## src/design/fbm_pkg.sv

```systemverilog
// ----------------------------------------------------------------------------
// fbm_pkg
// Shared types, codes and helpers for the file block mapper with table cache.
// ----------------------------------------------------------------------------
package fbm_pkg;

  localparam int TABLE_WORDS_DEF = 1024;
  localparam int QUEUE_DEPTH_DEF = 4;
  localparam int DIRECT_POINTERS = 12;
  localparam int ROOT_COUNT      = DIRECT_POINTERS + 3;
  localparam int TABLE_SLOTS     = 6;
  localparam int IDX_W           = 10;

  localparam logic [1:0] ACT_MAP  = 2'd0;
  localparam logic [1:0] ACT_ROOT = 2'd1;
  localparam logic [1:0] ACT_FILL = 2'd2;

  localparam logic [1:0] ST_MAPPED = 2'd0;
  localparam logic [1:0] ST_HOLE   = 2'd1;
  localparam logic [1:0] ST_BEYOND = 2'd2;
  localparam logic [1:0] ST_FETCH  = 2'd3;

  localparam logic [1:0] CFG_BLOCK_SIZE_LOG = 2'd0;
  localparam logic [1:0] CFG_FILE_SIZE_LOW  = 2'd1;
  localparam logic [1:0] CFG_FILE_SIZE_HIGH = 2'd2;
  localparam logic [1:0] CFG_IS_DIRECTORY   = 2'd3;

  typedef struct packed {
    logic [1:0]       action;
    logic [31:0]      logical_block;
    logic [3:0]       pointer_slot;
    logic [2:0]       table_slot;
    logic [IDX_W-1:0] word_index;
    logic [31:0]      word_value;
    logic [31:0]      table_block;
    logic             fill_last;
  } in_t;

  typedef struct packed {
    logic [1:0]  status;
    logic [31:0] block_number;
    logic [2:0]  fetch_table_slot;
  } res_t;

  typedef enum logic [2:0] {
    CMD_NONE,
    CMD_ROOT,
    CMD_FILL,
    CMD_BEYOND,
    CMD_DIRECT,
    CMD_WALK
  } cmd_kind_t;

  typedef struct packed {
    cmd_kind_t              kind;
    logic [3:0]             sel;
    logic [2:0]             base;
    logic [1:0]             levels;
    logic [2:0][IDX_W-1:0]  idx;
    logic [2:0]             table_slot;
    logic [IDX_W-1:0]       word_index;
    logic [31:0]            word_value;
    logic [31:0]            table_block;
    logic                   fill_last;
  } cmd_t;

  typedef enum logic [1:0] {
    BK_IDLE,
    BK_CHECK,
    BK_READ
  } bk_state_t;

  // block size code three behaves as code two
  function automatic logic [1:0] fbm_clamp_bsl(input logic [1:0] bsl);
    return (bsl == 2'd3) ? 2'd2 : bsl;
  endfunction

  // first logical block past the single, double or triple range
  function automatic logic [31:0] fbm_span_end(input logic [1:0] bsl, input logic [1:0] lvl);
    logic [4:0]  pl;
    logic [31:0] t1;
    logic [31:0] t2;
    logic [31:0] t3;
    pl = 5'd8 + {3'b000, bsl};
    t1 = 32'(DIRECT_POINTERS) + (32'd1 << pl);
    t2 = t1 + (32'd1 << (5'd2 * pl));
    t3 = t2 + (32'd1 << (5'd3 * pl));
    case (lvl)
      2'd0:    return t1;
      2'd1:    return t2;
      default: return t3;
    endcase
  endfunction

endpackage

```

## src/design/fbm_front.sv

```systemverilog
// ----------------------------------------------------------------------------
// fbm_front
// Configuration registers and a two stage classifier that turns input items
// into back end commands: end of file check, range decode and table indices.
// ----------------------------------------------------------------------------
module fbm_front (
  input  logic               clk,
  input  logic               rst_n,
  input  logic               in_valid,
  output logic               in_stall,
  input  fbm_pkg::in_t       in_data,
  input  logic               cfg_valid,
  output logic               cfg_ready,
  input  logic [1:0]         cfg_index,
  input  logic [31:0]        cfg_data,
  output logic               q_push,
  output fbm_pkg::cmd_t      q_data,
  input  logic               q_full
);

  logic [1:0]  bsl_cfg_r;
  logic [31:0] size_low_r;
  logic [31:0] size_high_r;
  logic        is_dir_r;

  logic                  s1_v_r;
  fbm_pkg::in_t          s1_item_r;
  logic                  s2_v_r;
  fbm_pkg::in_t          s2_item_r;
  fbm_pkg::cmd_kind_t    s2_kind_r;
  logic [1:0]            s2_lvl_r;

  logic                  s1_en;
  logic                  s2_en;
  logic                  s2_done;

  logic [1:0]            bsl;
  logic [63:0]           fsize;
  logic [63:0]           fsize_m1;
  logic [63:0]           last_blk;
  logic [31:0]           nb1;
  fbm_pkg::cmd_kind_t    kind_c;
  logic [1:0]            lvl_c;

  logic [31:0]           base2;
  logic [31:0]           off;
  logic [31:0]           sh1;
  logic [31:0]           sh2;
  logic [9:0]            mask;
  fbm_pkg::cmd_t         cmd;

  assign cfg_ready = 1'b1;

  always_ff @(posedge clk) begin
    if (!rst_n) begin
      bsl_cfg_r   <= '0;
      size_low_r  <= '0;
      size_high_r <= '0;
      is_dir_r    <= 1'b0;
    end else if (cfg_valid) begin
      case (cfg_index)
        fbm_pkg::CFG_BLOCK_SIZE_LOG: bsl_cfg_r   <= cfg_data[1:0];
        fbm_pkg::CFG_FILE_SIZE_LOW:  size_low_r  <= cfg_data;
        fbm_pkg::CFG_FILE_SIZE_HIGH: size_high_r <= cfg_data;
        fbm_pkg::CFG_IS_DIRECTORY:   is_dir_r    <= cfg_data[0];
        default: ;
      endcase
    end
  end

  assign s2_done  = (s2_kind_r == fbm_pkg::CMD_NONE) || !q_full;
  assign s2_en    = !s2_v_r || s2_done;
  assign s1_en    = !s1_v_r || s2_en;
  assign in_stall = !s1_en;
  assign q_push   = s2_v_r && (s2_kind_r != fbm_pkg::CMD_NONE) && !q_full;

  // stage one: end of file and range decode
  always_comb begin
    bsl      = fbm_pkg::fbm_clamp_bsl(bsl_cfg_r);
    fsize    = is_dir_r ? {32'd0, size_low_r} : {size_high_r, size_low_r};
    fsize_m1 = fsize - 64'd1;
    case (bsl)
      2'd0:    last_blk = fsize_m1 >> 10;
      2'd1:    last_blk = fsize_m1 >> 11;
      default: last_blk = fsize_m1 >> 12;
    endcase
    nb1    = s1_item_r.logical_block;
    kind_c = fbm_pkg::CMD_NONE;
    lvl_c  = 2'd0;
    case (s1_item_r.action)
      fbm_pkg::ACT_MAP: begin
        if ((fsize == 64'd0) || ({32'd0, nb1} > last_blk)) begin
          kind_c = fbm_pkg::CMD_BEYOND;
        end else if (nb1 < 32'(fbm_pkg::DIRECT_POINTERS)) begin
          kind_c = fbm_pkg::CMD_DIRECT;
        end else if (nb1 < fbm_pkg::fbm_span_end(bsl, 2'd0)) begin
          kind_c = fbm_pkg::CMD_WALK;
          lvl_c  = 2'd0;
        end else if (nb1 < fbm_pkg::fbm_span_end(bsl, 2'd1)) begin
          kind_c = fbm_pkg::CMD_WALK;
          lvl_c  = 2'd1;
        end else if (nb1 < fbm_pkg::fbm_span_end(bsl, 2'd2)) begin
          kind_c = fbm_pkg::CMD_WALK;
          lvl_c  = 2'd2;
        end else begin
          kind_c = fbm_pkg::CMD_BEYOND;
        end
      end
      fbm_pkg::ACT_ROOT: begin
        if (s1_item_r.pointer_slot < 4'(fbm_pkg::ROOT_COUNT)) begin
          kind_c = fbm_pkg::CMD_ROOT;
        end
      end
      fbm_pkg::ACT_FILL: begin
        if (s1_item_r.table_slot < 3'(fbm_pkg::TABLE_SLOTS)) begin
          kind_c = fbm_pkg::CMD_FILL;
        end
      end
      default: kind_c = fbm_pkg::CMD_NONE;
    endcase
  end

  // stage two: offset into the tree and per level table indices
  always_comb begin
    case (s2_lvl_r)
      2'd0:    base2 = 32'(fbm_pkg::DIRECT_POINTERS);
      2'd1:    base2 = fbm_pkg::fbm_span_end(bsl, 2'd0);
      default: base2 = fbm_pkg::fbm_span_end(bsl, 2'd1);
    endcase
    off = s2_item_r.logical_block - base2;
    case (bsl)
      2'd0: begin
        sh1  = off >> 8;
        sh2  = off >> 16;
        mask = 10'h0ff;
      end
      2'd1: begin
        sh1  = off >> 9;
        sh2  = off >> 18;
        mask = 10'h1ff;
      end
      default: begin
        sh1  = off >> 10;
        sh2  = off >> 20;
        mask = 10'h3ff;
      end
    endcase
    cmd             = '0;
    cmd.kind        = s2_kind_r;
    cmd.table_slot  = s2_item_r.table_slot;
    cmd.word_index  = s2_item_r.word_index;
    cmd.word_value  = s2_item_r.word_value;
    cmd.table_block = s2_item_r.table_block;
    cmd.fill_last   = s2_item_r.fill_last;
    case (s2_kind_r)
      fbm_pkg::CMD_ROOT:   cmd.sel = s2_item_r.pointer_slot;
      fbm_pkg::CMD_DIRECT: cmd.sel = s2_item_r.logical_block[3:0];
      fbm_pkg::CMD_WALK: begin
        cmd.sel = 4'(fbm_pkg::DIRECT_POINTERS) + {2'b00, s2_lvl_r};
        case (s2_lvl_r)
          2'd0: begin
            cmd.base   = 3'd0;
            cmd.levels = 2'd1;
            cmd.idx[0] = off[9:0] & mask;
          end
          2'd1: begin
            cmd.base   = 3'd1;
            cmd.levels = 2'd2;
            cmd.idx[0] = sh1[9:0] & mask;
            cmd.idx[1] = off[9:0] & mask;
          end
          default: begin
            cmd.base   = 3'd3;
            cmd.levels = 2'd3;
            cmd.idx[0] = sh2[9:0] & mask;
            cmd.idx[1] = sh1[9:0] & mask;
            cmd.idx[2] = off[9:0] & mask;
          end
        endcase
      end
      default: cmd.sel = 4'd0;
    endcase
  end

  assign q_data = cmd;

  always_ff @(posedge clk) begin
    if (!rst_n) begin
      s1_v_r <= 1'b0;
      s2_v_r <= 1'b0;
    end else begin
      if (s1_en) begin
        s1_v_r <= in_valid;
      end
      if (s2_en) begin
        s2_v_r <= s1_v_r;
      end
    end
  end

  always_ff @(posedge clk) begin
    if (s1_en) begin
      s1_item_r <= in_data;
    end
    if (s2_en) begin
      s2_item_r <= s1_item_r;
      s2_kind_r <= kind_c;
      s2_lvl_r  <= lvl_c;
    end
  end

endmodule

```

## config.mk

```make
export PLATFORM = sky130hd
export DESIGN_NAME = fbm_front
export DESIGN_NICKNAME = d
export VERILOG_FILES = /design/src/design/fbm_pkg.sv /design/src/design/fbm_front.sv
export SDC_FILE = /design/constraint.sdc
export NUM_CORES = 1
export LEC_CHECK = 0
export BUFFER_PORTS_ARGS = -buffer_cell sky130_fd_sc_hd__buf_2
export CELL_PAD_IN_SITES_DETAIL_PLACEMENT = 0
export CELL_PAD_IN_SITES_GLOBAL_PLACEMENT = 2
export CORE_MARGIN = 8
export CORE_UTILIZATION = 32
export CTS_CLUSTER_DIAMETER = 120
export DETAILED_ROUTE_END_ITERATION = 10
export GPL_ROUTABILITY_DRIVEN = 0
export PLACE_DENSITY_LB_ADDON = 0.1
export RECOVER_POWER = 50
export SYNTH_ARGS = -nofsm -noshare
export SYNTH_HDL_FRONTEND = slang
export SYNTH_SLANG_ARGS = --single-unit
```

## constraint.sdc

```tcl
create_clock -name clk -period 5.2 [get_ports clk]
set_clock_uncertainty 0.05 [all_clocks]
set_input_delay 1.3 -clock clk [delete_from_list [all_inputs] [get_ports clk]]
set_output_delay 1.3 -clock clk [all_outputs]
set_load 0.01 [all_outputs]
```

# == Yosys cells after proc, flatten, opt, wreduce, memory -nomap -nowiden ==
# Cells that the tools add are included.
# classes
multipliers,1
n_lt_le_gt_ge,7
reduce_logical,24
n_addsub,7
n_shift,3
n_eq_ne,11
bitwise_logic,4
muxes,35
# op_table
cell,count
$mux 32,12
$pmux 54 s2,1
$pmux 10 s2,5
$lt 32x32->1,3
$shl 1x5->32 const A,3
$add 32x32->32,2
$logic_not 64->1,1
$mux 64,1
$sub 64x1->64 const B,1
$pmux 30 s2,1
$gt 32x54->1,1
$mux 35,1
$add 4x32->32 const A,1
$lt 32x4->1 const B,1
$and 10x10->10,3
$sub 30x30->30,1
$mux 3,5
$pmux 4 s3,1
$mux 10,1
$pmux 3 s3,1
$eq 2x1->1 const B,4
$eq 2x2->1 const B,4
$logic_not 2->1,4
$pmux 4 s2,1
19 further kinds,33
# totals
regBits,302
inputBits,155
out_inout_bits,123
elab_cells,116

# == Depth between registers and ports, before layout ==
# depth
depth_word,26
mapped_depth,21

# == Worst setup path before layout ==
# OpenSTA, ideal clock, no wires.
# synth_timing
kind,input -> output
startpoint,input port q_full
endpoint,output port in_stall
path_buffers,0
cell_stages,4
path_slack_ns,-0.425
t_required_ns,3.850
arrival_time_ns,4.275
cell_sequence,inv_1 > nor2_1 > nand2_1 > inv_1
# synth_via
elab_chain_cells,5
# synth_rtl
item,line_no,rtl
from (decl),fbm_front.sv:18,input logic q_full
$logic_not 1->1,fbm_front.sv:71,assign s2_done = (s2_kind_r == fbm_pkg::CMD_NONE) || !q_full;
$logic_or 1x1->1,fbm_front.sv:71,
$logic_or 1x1->1,fbm_front.sv:72,assign s2_en = !s2_v_r || s2_done;
$logic_or 1x1->1,fbm_front.sv:73,assign s1_en = !s1_v_r || s2_en;
$logic_not 1->1,fbm_front.sv:74,assign in_stall = !s1_en;
to (decl),fbm_front.sv:10,"output logic in_stall,"
# Every way passes these cells.

==> reports/results.txt <==
status: complete, but fails checks
violated checks: max-capacitance violations, max-slew violations
Num CTS Buffers: 36
# port buffers: 275
Synth warnings: 0
CP Class: register to output port
Detailed Place HPWL: 40,000 µm
Main synth FF type: edfxtp_1
fin crit period: 5.03 ns
total track usage: 18.2%
final period utilization: 96.8%
Worst VDD drop: 0.290 mV
delay of the slowest critical-path stage: 0.43 ns
fin. max-slew vios: 70
Max Freq: 199 MHz
# rows: 81
Slowest cell on crit path: a2111o_1
Mapped Cells: 1,517
vias in the first global route: 12.6k
CP Launch Type: register
hold path depth: 0
CTS tree: built
most used cell, CP: buf_4
Routed WL: 52,600 µm
Cell Chain, Critical Path: buf_4 -> nor2_4 -> o21ai_1 -> ha_2 -> nor3_2 -> a2111o_1 -> a31o_4 -> a21oi_4 -> o31ai_4 -> buf_6 -> buf_4 -> nand3_1 -> xor2_2 -> o2111ai_2 -> nor3b_2 -> buf_2
top cells by area, synth: edfxtp_1 (44%), dfxtp_1 (8.8%), ha_1 (4.9%)
Post-Synthesis Cell Area: 0.0157 mm²
# hold bufs at CTS: 0
DIE AREA: 0.0565 mm²
Die H: 238 µm
max cap viols: 1
crit end category: output port
drt via density: 5.09
Ports: 278
unrepaired setup endpoints after global routing: true
Leak Pwr: 0.00761 µW
Clk Latency, worst-skew pair: 0.55 ns
DRT Pass-1 Iters: 6
detailed-route wire length per cell: 21.3 µm
layout cells sized above 1: 27.6%
commonest non-fill, non-tap cells in the layout: buf_2 (258), edfxtp_1 (233), nand2_1 (203)
DRT iter0 DRCs: 865
Residual DRC: 0
total gr overflow: 0
Final Hold Viols: 0
Synth area leader: edfxtp_1
most common cell after layout, fill and taps aside: buf_2
Hold WC Path Type: register to register
CTS H-tree depth: 2
synth unique cells: 80
ys async rst share: 0%
Max clock buf depth: 3
worst relative slew slack: -84.0%
post-synth top area share: 44.5%
post-synthesis sequential area ratio: 53.2%
reg2reg path depth: 19
Worst Tran Pin Value: 2.76 ns
# fillers: 4,836
Synth Area per Inst: 10.4 µm²
fin nets: 1,990
largest net degree at the start of global routing: 79
worst path required time: 3.85 ns
CP Max Fanout: 9
#FFs+latches synth: 302
Clock Sinks: 302
hold_ws: 0.362 ns
first-pass GRT wire length: 79,100 µm
DR vias: 12.6k
Initial Utilization: 32.3%
Worst R2R Setup Slack: 0.24 ns
antenna viol nets, final: 0
core area: 0.0487 mm²
Clk pin slew, worst setup/hold paths: 0.06 ns
synthesis-to-layout area growth: 23.3%
initial antenna violation count: 6
Die Width: 238 µm
final setup fails: 0
power per cell area: 341 mW/mm²
Setup TNS: 0 ns
worst endpoint data arrival time: 3.68 ns
number of synthesized flops with an enable pin: 233
CTS root buffer: clkbuf_16
==> kinds of logic (layout without fill, tap and decap cells) <==
family	after synthesis	after routing	share of synthesized area, %
AO/OA/AOI/OAI	377	377	16.2
flip-flops	302	302	53.2
other	2	17	0.0477
AND/OR/NAND/NOR	534	534	16.2
XOR/XNOR	30	30	1.67
adder cells (fa/ha/maj)	62	62	4.93
multiplexers	16	16	1.08
buffers and inverters	194	464	6.66
==> layout make-up <==
cell class | count | area (µm²) | area share (%)
clock inverters | 23 | 282 | 1.45
clock buffers | 41 | 930 | 4.79
multi-input cells | 1033 | 6710 | 34.6
repair buffers | 378 | 2180 | 11.2
diodes | 3 | 7.51 | 0.0387
flip-flops and latches | 302 | 8380 | 43.2
inverters | 22 | 85.1 | 0.438
well taps | 664 | 831 | 4.28
==> where the power goes <==
part           internal (µW)  leakage (µW)  switching, µW  total, µW
combinational            513       0.00402            702       1220
clock                   1510      0.000573           1040       2550
sequential              2750       0.00302            104       2850
==> sequential cells by signal, indices dropped and copies added, names as in the netlist, 2 cells and up <==
name and cells:
bsl_cfg_r 2, nb1 32, q_data 78, s1_item_r 84
s2_item_r 34, s2_kind_r 3, s2_lvl_r 2, size_high_r 32
size_low_r 32
==> cell usage after synthesis, types with 9 or more instances <==
master / n
inv_1: 22
nor3_1: 45
a21boi_0: 65
dfxtp_1: 69
and3_1: 18
a311oi_1: 10
a21o_1: 10
xor2_1: 10
a31oi_1: 19
nand4_1: 15
nor4_1: 20
a211oi_1: 16
nand2_1: 205
xnor2_1: 20
o31ai_1: 10
a21oi_1: 84
or2_2: 9
or4_1: 11
clkbuf_1: 81
nor2b_1: 12
o211ai_1: 13
o21ai_0: 59
a22oi_1: 19
edfxtp_1: 233
ha_1: 62
or3_1: 14
buf_4: 81
nand3_1: 27
nor2_1: 123
==> layer usage <==
metal,global-route usage (%),routed length (µm),share of wire [%],up-vias
met5,0,33,0.063,-
met4,4.96,1210,2.3,6
met3,4.59,3450,6.6,79
met2,30.6,25100,48,362
met1,23.0,22800,43,6050
li1,-,-,-,6065
==> per-stage QoR <==
stage | std cells | utilization [%] | area [µm²] | total power [µW] | worst slack, ns
floorplan | 1529 | - | 15800 | 3610 | 0.0341
global placement | 2382 | 36.3 | 17700 | 4030 | 0.119
detailed placement | 2382 | 36.3 | 17700 | 4040 | 0.0492
CTS | 2455 | 39.3 | 19100 | 6650 | 0.0155
global route | 2464 | 39.8 | 19400 | 6940 | -0.0410
finish | 2466 | 39.8 | 19400 | 6620 | 0.168
==> repair_timing <==
action | in CTS | in global routing
endpoints found under the setup margin | 12 | 18
gates cloned | 1 | 0
buffers inserted | 8 | 8
gates resized for setup | 21 | 49
pin swaps | 12 | 26
==> path summary, 6_finish.rpt <==
kind	startpoint	end
setup / recovery	bsl_cfg_r[1]	q_data[86]
setup reg to reg	size_low_r[7]	s2_kind_r[0]
hold / removal	s1_item_r[34]	q_data[34]
hold reg to reg	s1_item_r[34]	q_data[34]
==> worst max-delay path: cells and delay by family (launching register included) <==
kind | cells | cell delay, ns
AND/OR/NAND/NOR | 4 | 0.45
flip-flops | 1 | 0.38
AO/OA/AOI/OAI | 6 | 1.16
buffers and inverters | 4 | 0.58
XOR/XNOR | 1 | 0.21
adder cells (fa/ha/maj) | 1 | 0.35
No activity file was read; power rests on OpenSTA's default activity.
