[config.mk]
export PLATFORM = sky130hd
export DESIGN_NAME = fbm_queue
export DESIGN_NICKNAME = d
export VERILOG_FILES = /design/src/design/fbm_pkg.sv /design/src/design/fbm_queue.sv
export SDC_FILE = /design/constraint.sdc
export NUM_CORES = 1
export LEC_CHECK = 0
export BUFFER_PORTS_ARGS = -buffer_cell sky130_fd_sc_hd__buf_2
export CELL_PAD_IN_SITES_DETAIL_PLACEMENT = 1
export CELL_PAD_IN_SITES_GLOBAL_PLACEMENT = 2
export CORE_MARGIN = 5
export CORE_UTILIZATION = 41
export CTS_CLUSTER_SIZE = 30
export DETAILED_ROUTE_END_ITERATION = 7
export PLACE_DENSITY = 0.74
export SLEW_MARGIN = 15
export SYNTH_ARGS = -nofsm -noshare
export SYNTH_HDL_FRONTEND = slang
export SYNTH_SLANG_ARGS = --single-unit
[constraint.sdc]
create_clock -name clk -period 4.15 [get_ports clk]
set_input_delay 0.83 -clock clk [delete_from_list [all_inputs] [get_ports clk]]
set_output_delay 0.83 -clock clk [all_outputs]
set_load 0.1 [all_outputs]
[src/design/fbm_pkg.sv]
// ----------------------------------------------------------------------------
// fbm_pkg
// Shared types, codes and helpers for the file block mapper with table cache.
// ----------------------------------------------------------------------------
package fbm_pkg;

  localparam int TABLE_WORDS_DEF = 1024;
  localparam int QUEUE_DEPTH_DEF = 4;
  localparam int DIRECT_POINTERS = 12;
  localparam int ROOT_COUNT      = DIRECT_POINTERS + 3;
  localparam int TABLE_SLOTS     = 6;
  localparam int IDX_W           = 10;

  localparam logic [1:0] ACT_MAP  = 2'd0;
  localparam logic [1:0] ACT_ROOT = 2'd1;
  localparam logic [1:0] ACT_FILL = 2'd2;

  localparam logic [1:0] ST_MAPPED = 2'd0;
  localparam logic [1:0] ST_HOLE   = 2'd1;
  localparam logic [1:0] ST_BEYOND = 2'd2;
  localparam logic [1:0] ST_FETCH  = 2'd3;

  localparam logic [1:0] CFG_BLOCK_SIZE_LOG = 2'd0;
  localparam logic [1:0] CFG_FILE_SIZE_LOW  = 2'd1;
  localparam logic [1:0] CFG_FILE_SIZE_HIGH = 2'd2;
  localparam logic [1:0] CFG_IS_DIRECTORY   = 2'd3;

  typedef struct packed {
    logic [1:0]       action;
    logic [31:0]      logical_block;
    logic [3:0]       pointer_slot;
    logic [2:0]       table_slot;
    logic [IDX_W-1:0] word_index;
    logic [31:0]      word_value;
    logic [31:0]      table_block;
    logic             fill_last;
  } in_t;

  typedef struct packed {
    logic [1:0]  status;
    logic [31:0] block_number;
    logic [2:0]  fetch_table_slot;
  } res_t;

  typedef enum logic [2:0] {
    CMD_NONE,
    CMD_ROOT,
    CMD_FILL,
    CMD_BEYOND,
    CMD_DIRECT,
    CMD_WALK
  } cmd_kind_t;

  typedef struct packed {
    cmd_kind_t              kind;
    logic [3:0]             sel;
    logic [2:0]             base;
    logic [1:0]             levels;
    logic [2:0][IDX_W-1:0]  idx;
    logic [2:0]             table_slot;
    logic [IDX_W-1:0]       word_index;
    logic [31:0]            word_value;
    logic [31:0]            table_block;
    logic                   fill_last;
  } cmd_t;

  typedef enum logic [1:0] {
    BK_IDLE,
    BK_CHECK,
    BK_READ
  } bk_state_t;

  // block size code three behaves as code two
  function automatic logic [1:0] fbm_clamp_bsl(input logic [1:0] bsl);
    return (bsl == 2'd3) ? 2'd2 : bsl;
  endfunction

  // first logical block past the single, double or triple range
  function automatic logic [31:0] fbm_span_end(input logic [1:0] bsl, input logic [1:0] lvl);
    logic [4:0]  pl;
    logic [31:0] t1;
    logic [31:0] t2;
    logic [31:0] t3;
    pl = 5'd8 + {3'b000, bsl};
    t1 = 32'(DIRECT_POINTERS) + (32'd1 << pl);
    t2 = t1 + (32'd1 << (5'd2 * pl));
    t3 = t2 + (32'd1 << (5'd3 * pl));
    case (lvl)
      2'd0:    return t1;
      2'd1:    return t2;
      default: return t3;
    endcase
  endfunction

endpackage

[src/design/fbm_queue.sv]
// ----------------------------------------------------------------------------
// fbm_queue
// Small command queue between the classifier and the table walker.
// ----------------------------------------------------------------------------
module fbm_queue #(
  parameter int DEPTH = fbm_pkg::QUEUE_DEPTH_DEF
) (
  input  logic            clk,
  input  logic            rst_n,
  input  logic            push,
  input  fbm_pkg::cmd_t   push_data,
  output logic            full,
  output logic            valid,
  output fbm_pkg::cmd_t   head,
  input  logic            pop
);

  localparam int PW = $clog2(DEPTH);
  localparam int CW = $clog2(DEPTH + 1);

  fbm_pkg::cmd_t   entry_r [DEPTH];
  logic [PW-1:0]   wr_ptr_r;
  logic [PW-1:0]   wr_ptr_nxt;
  logic [PW-1:0]   rd_ptr_r;
  logic [PW-1:0]   rd_ptr_nxt;
  logic [CW-1:0]   count_r;
  logic [CW-1:0]   count_nxt;
  logic            do_pop;

  assign full   = (count_r == CW'(DEPTH));
  assign valid  = (count_r != '0);
  assign head   = entry_r[rd_ptr_r];
  assign do_pop = pop && valid;

  always_comb begin
    wr_ptr_nxt = wr_ptr_r;
    rd_ptr_nxt = rd_ptr_r;
    count_nxt  = count_r;
    if (push) begin
      wr_ptr_nxt = (wr_ptr_r == PW'(DEPTH - 1)) ? '0 : wr_ptr_r + 1'b1;
    end
    if (do_pop) begin
      rd_ptr_nxt = (rd_ptr_r == PW'(DEPTH - 1)) ? '0 : rd_ptr_r + 1'b1;
    end
    case ({push, do_pop})
      2'b10:   count_nxt = count_r + 1'b1;
      2'b01:   count_nxt = count_r - 1'b1;
      default: count_nxt = count_r;
    endcase
  end

  always_ff @(posedge clk) begin
    if (!rst_n) begin
      wr_ptr_r <= '0;
      rd_ptr_r <= '0;
      count_r  <= '0;
    end else begin
      wr_ptr_r <= wr_ptr_nxt;
      rd_ptr_r <= rd_ptr_nxt;
      count_r  <= count_nxt;
    end
  end

  always_ff @(posedge clk) begin
    if (push) begin
      entry_r[wr_ptr_r] <= push_data;
    end
  end

endmodule

# == After elaboration in Yosys (flattened, before gate mapping) ==
# Memories as Yosys holds them, arrays and structs flattened. A register that Yosys moved wholly into a read port is not among the register bits.
# Index checks and enable logic that the tools add are counted.
# op_classes
addsub,4
n_mul,0
n_div,0
order_cmp,0
eq_ne,5
n_shift,0
muxes,7
bitwise,0
n_reduce_logical,3
# ops
cell,count
two-way mux 2 bit,4
"equality test 2 bit, second input constant",3
one-hot mux 3 bit (2 select lines),1
"adder 2 x 1 -> 2 bit, second input constant",2
"adder 3 x 1 -> 3 bit, second input constant",1
"equality test 3 bit, second input constant",1
nonzero test 3 bit,1
"subtractor 3 x 1 -> 3 bit, second input constant",1
"equality test 2 x 1 -> 1 bit, second input constant",1
two-way mux 1 bit,2
nonzero test 2 bit,1
logical AND 1 bit,1
# word_totals
ff_bits,7
latchBits,0
mem_bits_rw,480
romBits,0
in_bits,124
output_inout_bits,122
word_cells,23
memories,1
# mem_list
memory,words,width,rd,rd_ports_with_merged_regs,write_ports,line_no,source
entry_r,4,120,1,1,1,fbm_queue.sv:21,fbm_pkg::cmd_t entry_r [DEPTH];

# == Logic depth before layout (Yosys ltp) ==
# Gate-level depths: netlist of run 1.
# depth
depth_word,4
depth_mapped,8
depth_no_buf,8

# == Worst setup path after synthesis of run 1 ==
# OpenSTA, ideal clock, no wires.
# synth_timing
kind,input-to-reg
startpoint,in push
endpoint,mem entry_r[0][0] in the netlist's numbering (enable)
setup_ps,493
arrival_time_ps,3585
required_time_ps,3657
slack_ps,73
stages,1
n_path_buf,0
path_cell_list,and2_1
# synth_via
elab_chain_cells,2
# synth_rtl
item,line_no,source
from (decl),fbm_queue.sv:10,"input logic push,"
two-way mux 1 bit,fbm_queue.sv:65,if (push) begin
two-way mux 1 bit (not written as such),fbm_queue.sv:66,entry_r[wr_ptr_r] <= push_data;
to (decl),fbm_queue.sv:21,
# No other way between the ends.

==> results of run 1 <==
## report_power, final
part,internal [µW],switching [µW],total (µW)
logic,1050,3810,4860
registers,5650,143,5800
clock network,2620,1790,4420
total,9330,5740,15100
## worst reg2reg max path, cell delays in order (launching register included)
cell and delay (ns):
dfxtp_1 0.40, ha_1 0.20, and2_4 0.62, buf_4 0.50
## registers in the layout, summed over array words and instances, names as in the netlist, named ones only
| signal | count |
|---|---|
| count_r | 3 |
| entry_r | 480 |
| rd_ptr_r | 2 |
| wr_ptr_r | 2 |
## stage by stage
| step | instances | hold slack [ns] | util | power (µW) | setup slack (ns) |
|---|---|---|---|---|---|
| floorplan | 677 | 0.478 | - | 10100 | 0.0727 |
| global placement | 1500 | 0.510 | 0.460 | 10800 | 1.21 |
| detailed placement | 1500 | 0.528 | 0.460 | 10800 | 1.22 |
| CTS | 1594 | 0.417 | 0.499 | 15300 | 0.573 |
| global route | 1595 | 0.436 | 0.499 | 15700 | 0.496 |
| finish | 1596 | 0.467 | 0.499 | 15100 | 0.690 |
## metal layers
metal | up-vias | wire length, µm | global-route usage
met4 | 8 | 860 | 0.0498
met1 | 4220 | 14700 | 0.199
li1 | 3518 | - | -
met2 | 204 | 18600 | 0.259
met3 | 64 | 2300 | 0.0418
met5 | - | 47 | 0
## final cells by class
cell class              count  area share
diodes                      2    0.000233
clock buffers              59      0.0629
clock inverters            35      0.0135
inverters                   7     0.00123
multi-input cells         155       0.139
flip-flops and latches    489       0.681
well taps                 585      0.0341
repair buffers            264      0.0679
## cells in the mapped netlist, drive strengths merged
| library cell | n |
|---|---|
| a21boi | 1 |
| mux2i | 1 |
| mux4 | 120 |
| nor2 | 1 |
| and2 | 6 |
| nor2b | 2 |
| nand3 | 2 |
| clkbuf | 3 |
| nor3b | 1 |
| inv | 7 |
| ha | 6 |
| nand2 | 3 |
| xor2 | 1 |
| fa | 1 |
| xnor2 | 1 |
| o21ai | 4 |
| o31ai | 1 |
| edfxtp | 480 |
| buf | 23 |
| a21oi | 1 |
| or3 | 2 |
| dfxtp | 9 |
| and3 | 1 |
## cells by family after synthesis
logic type               count (synthesis)  synth area share
AND/OR/NAND/NOR                         18           0.00570
flip-flops                             489             0.821
multiplexers                           121             0.153
buffers and inverters                   33            0.0122
XOR/XNOR                                 2          0.000985
adder cells (fa/ha/maj)                  7           0.00535
AO/OA/AOI/OAI                            7           0.00225
## layout by cell type, fill, tap and decap left out, drive strengths merged
| cell type | synthesis | final |
|---|---|---|
| edfxtp | 480 | 480 |
| buf | 23 | 264 |
| mux4 | 120 | 120 |
| clkbuf | 3 | 59 |
| clkinv | 0 | 26 |
| dfxtp | 9 | 9 |
| inv | 7 | 7 |
| ha | 6 | 6 |
| and2 | 6 | 6 |
| bufinv | 0 | 5 |
| o21ai | 4 | 4 |
| clkinvlp | 0 | 4 |
| nand2 | 3 | 3 |
| diode | 0 | 2 |
| or3 | 2 | 2 |
| nor2b | 2 | 2 |
| nand3 | 2 | 2 |
| o31ai | 1 | 1 |
| and3 | 1 | 1 |
| xnor2 | 1 | 1 |
| nor3b | 1 | 1 |
| a21oi | 1 | 1 |
| nor2 | 1 | 1 |
| mux2i | 1 | 1 |
| xor2 | 1 | 1 |
| a21boi | 1 | 1 |
| fa | 1 | 1 |
## path summary, 6_finish.rpt
| check | to | slack (ns) | depth (start not counted) |
|---|---|---|---|
| hold / removal | entry_r[1][100] | 0.47 | 1 |
| setup reg to reg | entry_r[3][72] | 2.08 | 3 |
| setup / recovery | head[108] | 0.69 | 3 |
| hold reg to reg | count_r[2] | 0.53 | 2 |
==> qor.txt, run 1 <==
outcome = finished clean
Final TNS setup = 0 ns
Post-CTS Hold Fix Bufs = 0
first-pass GRT wire length = 55700 µm
power per cell area = 703 nW/µm²
post-synth top area share = 0.811
Max rail drop VDD = 574 µV
Hold Fails Final Rpt = 0
First DRT Iteration DRCs = 380
number of routed nets with antenna violations = 0
sequential cell area = 14600 µm²
final setup fails = 0
Die X-Extent = 218 µm
Root Buffer = clkbuf_16
WL/cell = 22.9 µm
vias per cell = 5.02
DR DRC count = 0
fin area = 21400 µm²
CP Capture Type = output pin
Slew Viols, Final = 0
peak per-stage delay on the critical path = 0.76 ns
# resized after CTS = 0
part of the cycle the worst path needs = 0.834
fmax = 0.289 GHz
TritonCTS buffer count = 51
All-Layer GR Usage = 0.155
initial core utilization = 0.414
via count = 8014
CP top delay family = flip-flops
leakage power = 0.00714 µW
Synth area leader = edfxtp_1
Post-CTS Setup Bufs = 0
FF+latch count, synth = 489
Die Area = 47600 µm²
DR pass1 iterations = 6
Seq/Total Area, Yosys = 0.821
post-synth design cell area = 17800 µm²
Synth cell types = 25
Synth warnings = 0
row count = 76
TritonCTS clock tree = built
Tmin final = 3.46 ns
WL final = 36500 µm
RSZ-0062 raised after global routing = no
CP Data Arrival Time = 2.63 ns
max_slew headroom = 0.505
worst min path class = in2reg
Worst path slowest cell = dfxtp_4
Core Box Area = 43000 µm²
H-tree depth reported by CTS = 2
crit-path max FO = 34
CP Launch Type = flop
Placement Cell Area = 19800 µm²
number of global-route vias before repair = 8995
Worst Skew = 0.0125 ns
Skew-Pair Late Insertion Delay = 0.57 ns
Reg-to-Reg Start = wr_ptr_r[0]
buffers plus inverters on the worst setup path = 2
I/O Buffers = 245
initial antenna violation count = 7
largest net degree at the start of global routing = 52
# fillers = 3850
CP cell instances = buf_12, mux4_2, buf_2
global route overflow = 0
max_cap viols = 0
layout cells sized above 1 = 0.458
Syn Inst Count = 677
Req. time, crit path = 3.32 ns
clock transition at the registers of the reported paths = 0.06 ns
Layout Nets = 1099
Mapped Avg Cell Area = 26.3 µm²
clock sinks = 489
CTS Buffer Depth = 3
net count after synthesis = 808
Post-DP HPWL = 22700 µm
kind of critical path = reg2out
IO Pins = 246
Area growth, synth to finish = 20.6%
Worst Tran Pin Value = 0.742 ns
HP Start = push_data[100]
chip height = 218 µm
synth top area cells = edfxtp_1 (81%), mux4_2 (15%), dfxtp_1 (1.0%)
area of the multi-input gates = 2980 µm²
routability congestion estimate = 0.703
Note: power is estimated with default switching activity, not from simulation.
==> run 2: changes to the inputs <==
--- a/config.mk
+++ b/config.mk
@@ -5,6 +5,7 @@
 export SDC_FILE = /design/constraint.sdc
 export NUM_CORES = 1
 export LEC_CHECK = 0
+export ABC_AREA = 1
 export BUFFER_PORTS_ARGS = -buffer_cell sky130_fd_sc_hd__buf_2
 export CELL_PAD_IN_SITES_DETAIL_PLACEMENT = 1
 export CELL_PAD_IN_SITES_GLOBAL_PLACEMENT = 2
@@ -12,7 +13,7 @@
 export CORE_UTILIZATION = 41
 export CTS_CLUSTER_SIZE = 30
 export DETAILED_ROUTE_END_ITERATION = 7
-export PLACE_DENSITY = 0.74
+export PLACE_DENSITY = 0.77
 export SLEW_MARGIN = 15
 export SYNTH_ARGS = -nofsm -noshare
 export SYNTH_HDL_FRONTEND = slang
==> constraint.sdc (replaced) <==
create_clock -name clk -period 3.5 [get_ports clk]
set_input_delay 0.7 -clock clk [delete_from_list [all_inputs] [get_ports clk]]
set_output_delay 0.7 -clock clk [all_outputs]
set_load 0.1 [all_outputs]
==> qor.txt, run 2 <==
Post-DP HPWL = 26300 µm (+16%)
max_cap viols = 0 (unchanged)
Post-synth EDFFs = 480 (unchanged)
Synth cell types = 27 (+8.0%)
power per cell area = 888 nW/µm² (+26%)
row count = 78 (+2.6%)
All-Layer GR Usage = 0.176 (+0.0212)
WL final = 45100 µm (+24%)
crit-path max FO = 154 (+350%)
number of routed nets with antenna violations = 0 (unchanged)
kind of critical path = reg2out
met3 usage in global routing = 0.0403 (-0.00154)
top post-synthesis cells by count = edfxtp_1 (480), nor2_1 (223), o21ai_0 (164)
FF+latch count, synth = 489 (unchanged)
TritonCTS buffer count = 52 (+2.0%)
Root Buffer = clkbuf_16
Synth area leader = edfxtp_1
Reg-to-Reg Start = wr_ptr_r[1]
largest register by flop count = entry_r
# fillers = 4478 (+16%)
DR pass1 iterations = 7 (+1)
Max rail drop VDD = 590 µV (+2.8%)
DP Worst Slack = 0.729 ns (-0.491 ns)
Hold Fails Final Rpt = 0 (unchanged)
Worst Tran Pin Value = 0.772 ns (+0.0299 ns)
Final TNS setup = 0 ns (unchanged)
synth top area cells = edfxtp_1 (78%), nor2_1 (4.5%), o21ai_0 (4.4%)
Worst Skew = 0.0124 ns (-0.0000928 ns)
layout cells sized above 1 = 0.259 (-0.199)
fin area = 22100 µm² (+3.0%)
Register-to-Register Path Depth = 6 (+3)
Post-synth ARST share = 0 (unchanged)
via count = 11006 (+37%)
Die X-Extent = 223 µm (+2.0%)
# resized after CTS = 0 (unchanged)
part of the cycle the worst path needs = 0.923
largest net degree at the start of global routing = 155 (+200%)
met2 Use GR = 0.291 (+0.0314)
chip height = 223 µm (+2.0%)
Req. time, crit path = 2.80 ns (-0.52 ns)
Die Area = 49600 µm² (+4.1%)
leakage power = 0.00764 µW (+7.0%)
biggest regs = entry_r x480, count_r x3
CP Data Arrival Time = 2.53 ns (-0.10 ns)
GR peak layer = met2
met1 Track Usage GR = 0.234 (+0.0355)
vias per cell = 5.21 (+3.7%)
Placement Cell Area = 20500 µm² (+3.3%)
IO Pins = 246 (unchanged)
initial core utilization = 0.411 (-0.00232)
worst min path class = in2reg
final setup fails = 0 (unchanged)
Area growth, synth to finish = 19.0%
number of global-route vias before repair = 11578 (+29%)
CP Capture Type = output pin
count leader, synth = edfxtp_1
Layout Nets = 1604 (+46%)
worst hold slack = 0.330 ns (-0.137 ns)
Mapped Avg Cell Area = 15.2 µm² (-42%)
Slew Viols, Final = 0 (unchanged)
max_slew headroom = 0.486 (-0.0200)
Tmin final = 3.23 ns
RSZ-0062 raised after global routing = no
CP Launch Type = flop
global route overflow = 0 (unchanged)
First DRT Iteration DRCs = 645 (+70%)
clock sinks = 489 (unchanged)
initial antenna violation count = 11 (+4)
DR DRC count = 0 (unchanged)
R2R Setup Slk = 1.28 ns (-0.80 ns)
TritonCTS clock tree = built
first-pass GRT wire length = 68500 µm (+23%)
most frequent cells in the layout = edfxtp_1 (480), buf_2 (241), nor2_1 (223)
post-synth top area share = 0.777 (-0.0335)
WL/cell = 21.4 µm (-6.6%)
Core Util, Final = 0.490 (-0.00910)
Syn Inst Count = 1222 (+81%)
Synth warnings = 0 (unchanged)
post-synth design cell area = 18500 µm² (+4.3%)
net count after synthesis = 1353 (+67%)
Skew-Pair Late Insertion Delay = 0.59 ns (+0.02 ns)
final worst slack = 0.271 ns (-0.418 ns)
HP Start = push_data[39]
hold path depth = 1 (unchanged)
Core Box Area = 45100 µm² (+4.9%)
clock transition at the registers of the reported paths = 0.05 ns (about the same)
CTS Buffer Depth = 3 (unchanged)
H-tree depth reported by CTS = 2 (unchanged)
max reg flops = 480 (unchanged)
Post-CTS Hold Fix Bufs = 0 (unchanged)
I/O Buffers = 245 (unchanged)
routability congestion estimate = 0.740 (+5.3%)
outcome = finished clean
Seq/Total Area, Yosys = 0.787 (-0.0339)
ys flop type = edfxtp_1
most common cell after layout, fill and taps aside = edfxtp_1
fmax = 0.310 GHz
==> run 2: through the flow <==
step / total power, µW / std cells
final: 19600 / 2113
after detailed placement: 14600 / 2018
after global placement: 14500 / 2018
after floorplan: 13200 / 1222
after global routing: 20400 / 2111
after CTS: 19800 / 2105
==> run 2: repair_timing <==
item / CTS / global route
setup buffers: 0 / 1
endpoints found under the setup margin: 0 / 7
hold endpoints to repair: 0 / 0
==> run 2: power by group <==
| part | leakage (µW) | internal (µW) | switching [µW] |
|---|---|---|---|
| Sequential | 0.00448 | 6730 | 110 |
| Clock | 0.000772 | 3050 | 2120 |
| Combinational | 0.00238 | 1200 | 6390 |
| Total | 0.00764 | 11000 | 8620 |
==> run 2: area by class of cell <==
cell class,instances,area [µm²],share of cell area
clock buffer,66,1380,0.0623
inverter,17,88.8,0.00402
tap,600,751,0.0340
timing repair buffer,275,1660,0.0753
clock inverter,21,211,0.00958
antenna,7,17.5,0.000793
multi-input combinational,638,3370,0.153
sequential,489,14600,0.661
==> run 2: final timing paths <==
| path | to |
|---|---|
| max | head[88] |
| min reg2reg | count_r[2] |
| max reg2reg | entry_r[1][29] |
| min | entry_r[0][39] |
==> run 2: cell families after synthesis <==
| family | synth area share |
|---|---|
| AO/OA/AOI/OAI | 0.115 |
| adder cells (fa/ha/maj) | 0.00513 |
| buffers and inverters | 0.0313 |
| flip-flops | 0.787 |
| AND/OR/NAND/NOR | 0.0617 |
==> run 2: metal layers <==
| metal | share of wire | routed length [µm] |
|---|---|---|
| met2 | 0.49 | 22200 |
| met3 | 0.053 | 2380 |
| met4 | 0.021 | 961 |
| met5 | 0.0012 | 52 |
| met1 | 0.43 | 19500 |
==> run 2: worst max-delay path, stage by stage (launching register included) <==
cell     delay, ns
dfxtp_4       0.40
buf_12        0.43
o21ai_0       0.20
o22ai_1       0.25
buf_2         0.47
==> run 3: changes to the inputs <==
--- a/config.mk
+++ b/config.mk
@@ -14,6 +14,7 @@
 export CTS_CLUSTER_SIZE = 30
 export DETAILED_ROUTE_END_ITERATION = 7
 export PLACE_DENSITY = 0.77
+export REMOVE_ABC_BUFFERS = 1
 export SLEW_MARGIN = 15
 export SYNTH_ARGS = -nofsm -noshare
 export SYNTH_HDL_FRONTEND = slang
==> qor.txt, run 3 (synthesis results as in run 2) <==
GR peak layer = met2
Area growth, synth to finish = 19.5%
initial antenna violation count = 9 (-2)
All-Layer GR Usage = 0.183 (+0.00678)
largest net degree at the start of global routing = 105 (-32%)
max reg flops = 480 (unchanged)
largest register by flop count = entry_r
part of the cycle the worst path needs = 0.948 (+0.0255)
worst hold slack = 0.329 ns (-0.00120 ns)
Worst Skew = 0.0156 ns (+0.00318 ns)
clock share of power = 0.269 (+0.005)
WL final = 46200 µm (+2.3%)
met3 usage in global routing = 0.0414 (+0.00106)
max_cap viols = 0 (unchanged)
# fillers = 4481 (+0.067%)
kind of critical path = reg2out
vias per cell = 5.31 (+2.0%)
layout cells sized above 1 = 0.259 (about the same)
CP Capture Type = output pin
First DRT Iteration DRCs = 600 (-7.0%)
IO Pins = 246 (unchanged)
fmax = 0.301 GHz (-2.7%)
DP Worst Slack = 0.473 ns (-0.256 ns)
outcome = finished clean
Core Util, Final = 0.491 (+0.00169)
routability congestion estimate = 0.724 (-2.1%)
clock sinks = 489 (unchanged)
Core Box Area = 45100 µm² (unchanged)
leakage power = 0.00770 µW (+0.84%)
final worst slack = 0.182 ns (-0.0891 ns)
Post-DP HPWL = 27300 µm (+3.6%)
crit-path max FO = 72 (-53%)
met2 Use GR = 0.318 (+0.0276)
chip height = 223 µm (unchanged)
Hold Fails Final Rpt = 0 (unchanged)
H-tree depth reported by CTS = 2 (unchanged)
row count = 78 (unchanged)
Skew-Pair Late Insertion Delay = 0.58 ns (about the same)
Root Buffer = clkbuf_16
final setup fails = 0 (unchanged)
CP Launch Type = flop
TritonCTS clock tree = built
clock transition at the registers of the reported paths = 0.06 ns (about the same)
RSZ-0062 raised after global routing = no
Req. time, crit path = 2.80 ns (about the same)
biggest regs = entry_r x480, count_r x3
most frequent cells in the layout = edfxtp_1 (480), buf_2 (245), nor2_1 (223)
number of global-route vias before repair = 12102 (+4.5%)
Flop pwr share = 0.347 (-0.002)
Die X-Extent = 223 µm (unchanged)
switching power = 8670 µW (+0.55%)
WL/cell = 21.8 µm (+2.2%)
CP Data Arrival Time = 2.62 ns (+0.09 ns)
DR DRC count = 0 (unchanged)
max_slew headroom = 0.496 (+0.0109)
DR pass1 iterations = 5 (-2)
power per cell area = 892 nW/µm² (+0.44%)
Worst Tran Pin Value = 0.755 ns (-0.0164 ns)
combinational power share = 0.384 (-0.004)
Slew Viols, Final = 0 (unchanged)
Internal = 11100 µW (+0.97%)
Layout Nets = 1607 (+0.19%)
initial core utilization = 0.411 (unchanged)
worst min path class = in2reg
TritonCTS buffer count = 51 (-1.9%)
via count = 11238 (+2.1%)
met1 Track Usage GR = 0.230 (-0.00439)
number of routed nets with antenna violations = 0 (unchanged)
Die Area = 49600 µm² (unchanged)
most common cell after layout, fill and taps aside = edfxtp_1
first-pass GRT wire length = 71000 µm (+3.7%)
global route overflow = 0 (unchanged)
I/O Buffers = 245 (unchanged)
Post-CTS Hold Fix Bufs = 0 (unchanged)
CTS Buffer Depth = 3 (unchanged)
Tmin final = 3.32 ns (+0.0891 ns)
sw frac = 0.439 (-0.00102)
Max rail drop VDD = 756 µV (+28%)
run 3: cell count changes in the layout (fill, tap and decap cells not counted), sizes merged:
cell and change:
inv +1, clkinv +9, diode -5, clkbuf -5, bufinv +2, buf +4
clkinvlp -4
run 3: worst paths after layout:
kind | from | to | cells after the start | slack [ns]
setup / recovery | flop | head[71] | 5 | 0.18
hold / removal | push_data[96] | entry_r[3][96] | 1 | 0.33
setup reg to reg | wr_ptr_r[0] | entry_r[0][55] | 5 | 1.56
hold reg to reg | wr_ptr_r[1] | wr_ptr_r[1] | 2 | 0.54
run 3: critical path, cell delays in order (launching register included):
cell and delay [ns]:
dfxtp_4 0.49, inv_12 0.32, buf_4 0.32, nor2_1 0.06, o22ai_1 0.23, buf_2 0.47
run 3: repair_timing:
action | 4_1_cts | 5_1_grt
hold endpoints to repair | 0 | 0
buffers inserted | 1 | 0
resized for setup | 2 | 0
endpoints found under the setup margin | 33 | 0
run 3: metal layers:
metal | routed length, µm | share of wire
met1 | 19200 | 0.42
met2 | 23400 | 0.51
met3 | 2420 | 0.053
met4 | 1010 | 0.022
met5 | 89 | 0.0019
run 3: final cells by class:
| type | instances | area [µm²] | share of cell area |
|---|---|---|---|
| Clock inverter | 29 | 275 | 0.0124 |
| Timing Repair Buffer | 279 | 1710 | 0.0770 |
| Inverter | 17 | 88.8 | 0.00401 |
| Antenna cell | 2 | 5.00 | 0.000226 |
| Multi-Input combinational cell | 638 | 3370 | 0.152 |
| Sequential cell | 489 | 14600 | 0.659 |
| Tap cell | 600 | 751 | 0.0339 |
| Clock buffer | 61 | 1360 | 0.0612 |
run 3: metrics by stage:
step | setup TNS, ns | instances | power [µW] | instance area (µm²)
2_1_floorplan | -466.58 | 1144 | 13000 | 18000
3_3_place_gp | 0 | 2022 | 14500 | 20500
3_5_place_dp | 0 | 2022 | 14600 | 20500
4_1_cts | 0 | 2113 | 20000 | 22100
5_1_grt | 0 | 2114 | 20500 | 22200
6_report | 0 | 2115 | 19800 | 22200
run 3: power by group through the flow:
stage / Clock [µW] / Sequential (µW) / Combinational, µW
2_1_floorplan: 0 / 7090 / 5900
3_3_place_gp: 0 / 6990 / 7520
3_5_place_dp: 0 / 7000 / 7600
4_1_cts: 5460 / 6870 / 7660
5_1_grt: 5740 / 6890 / 7910
6_report: 5310 / 6860 / 7580
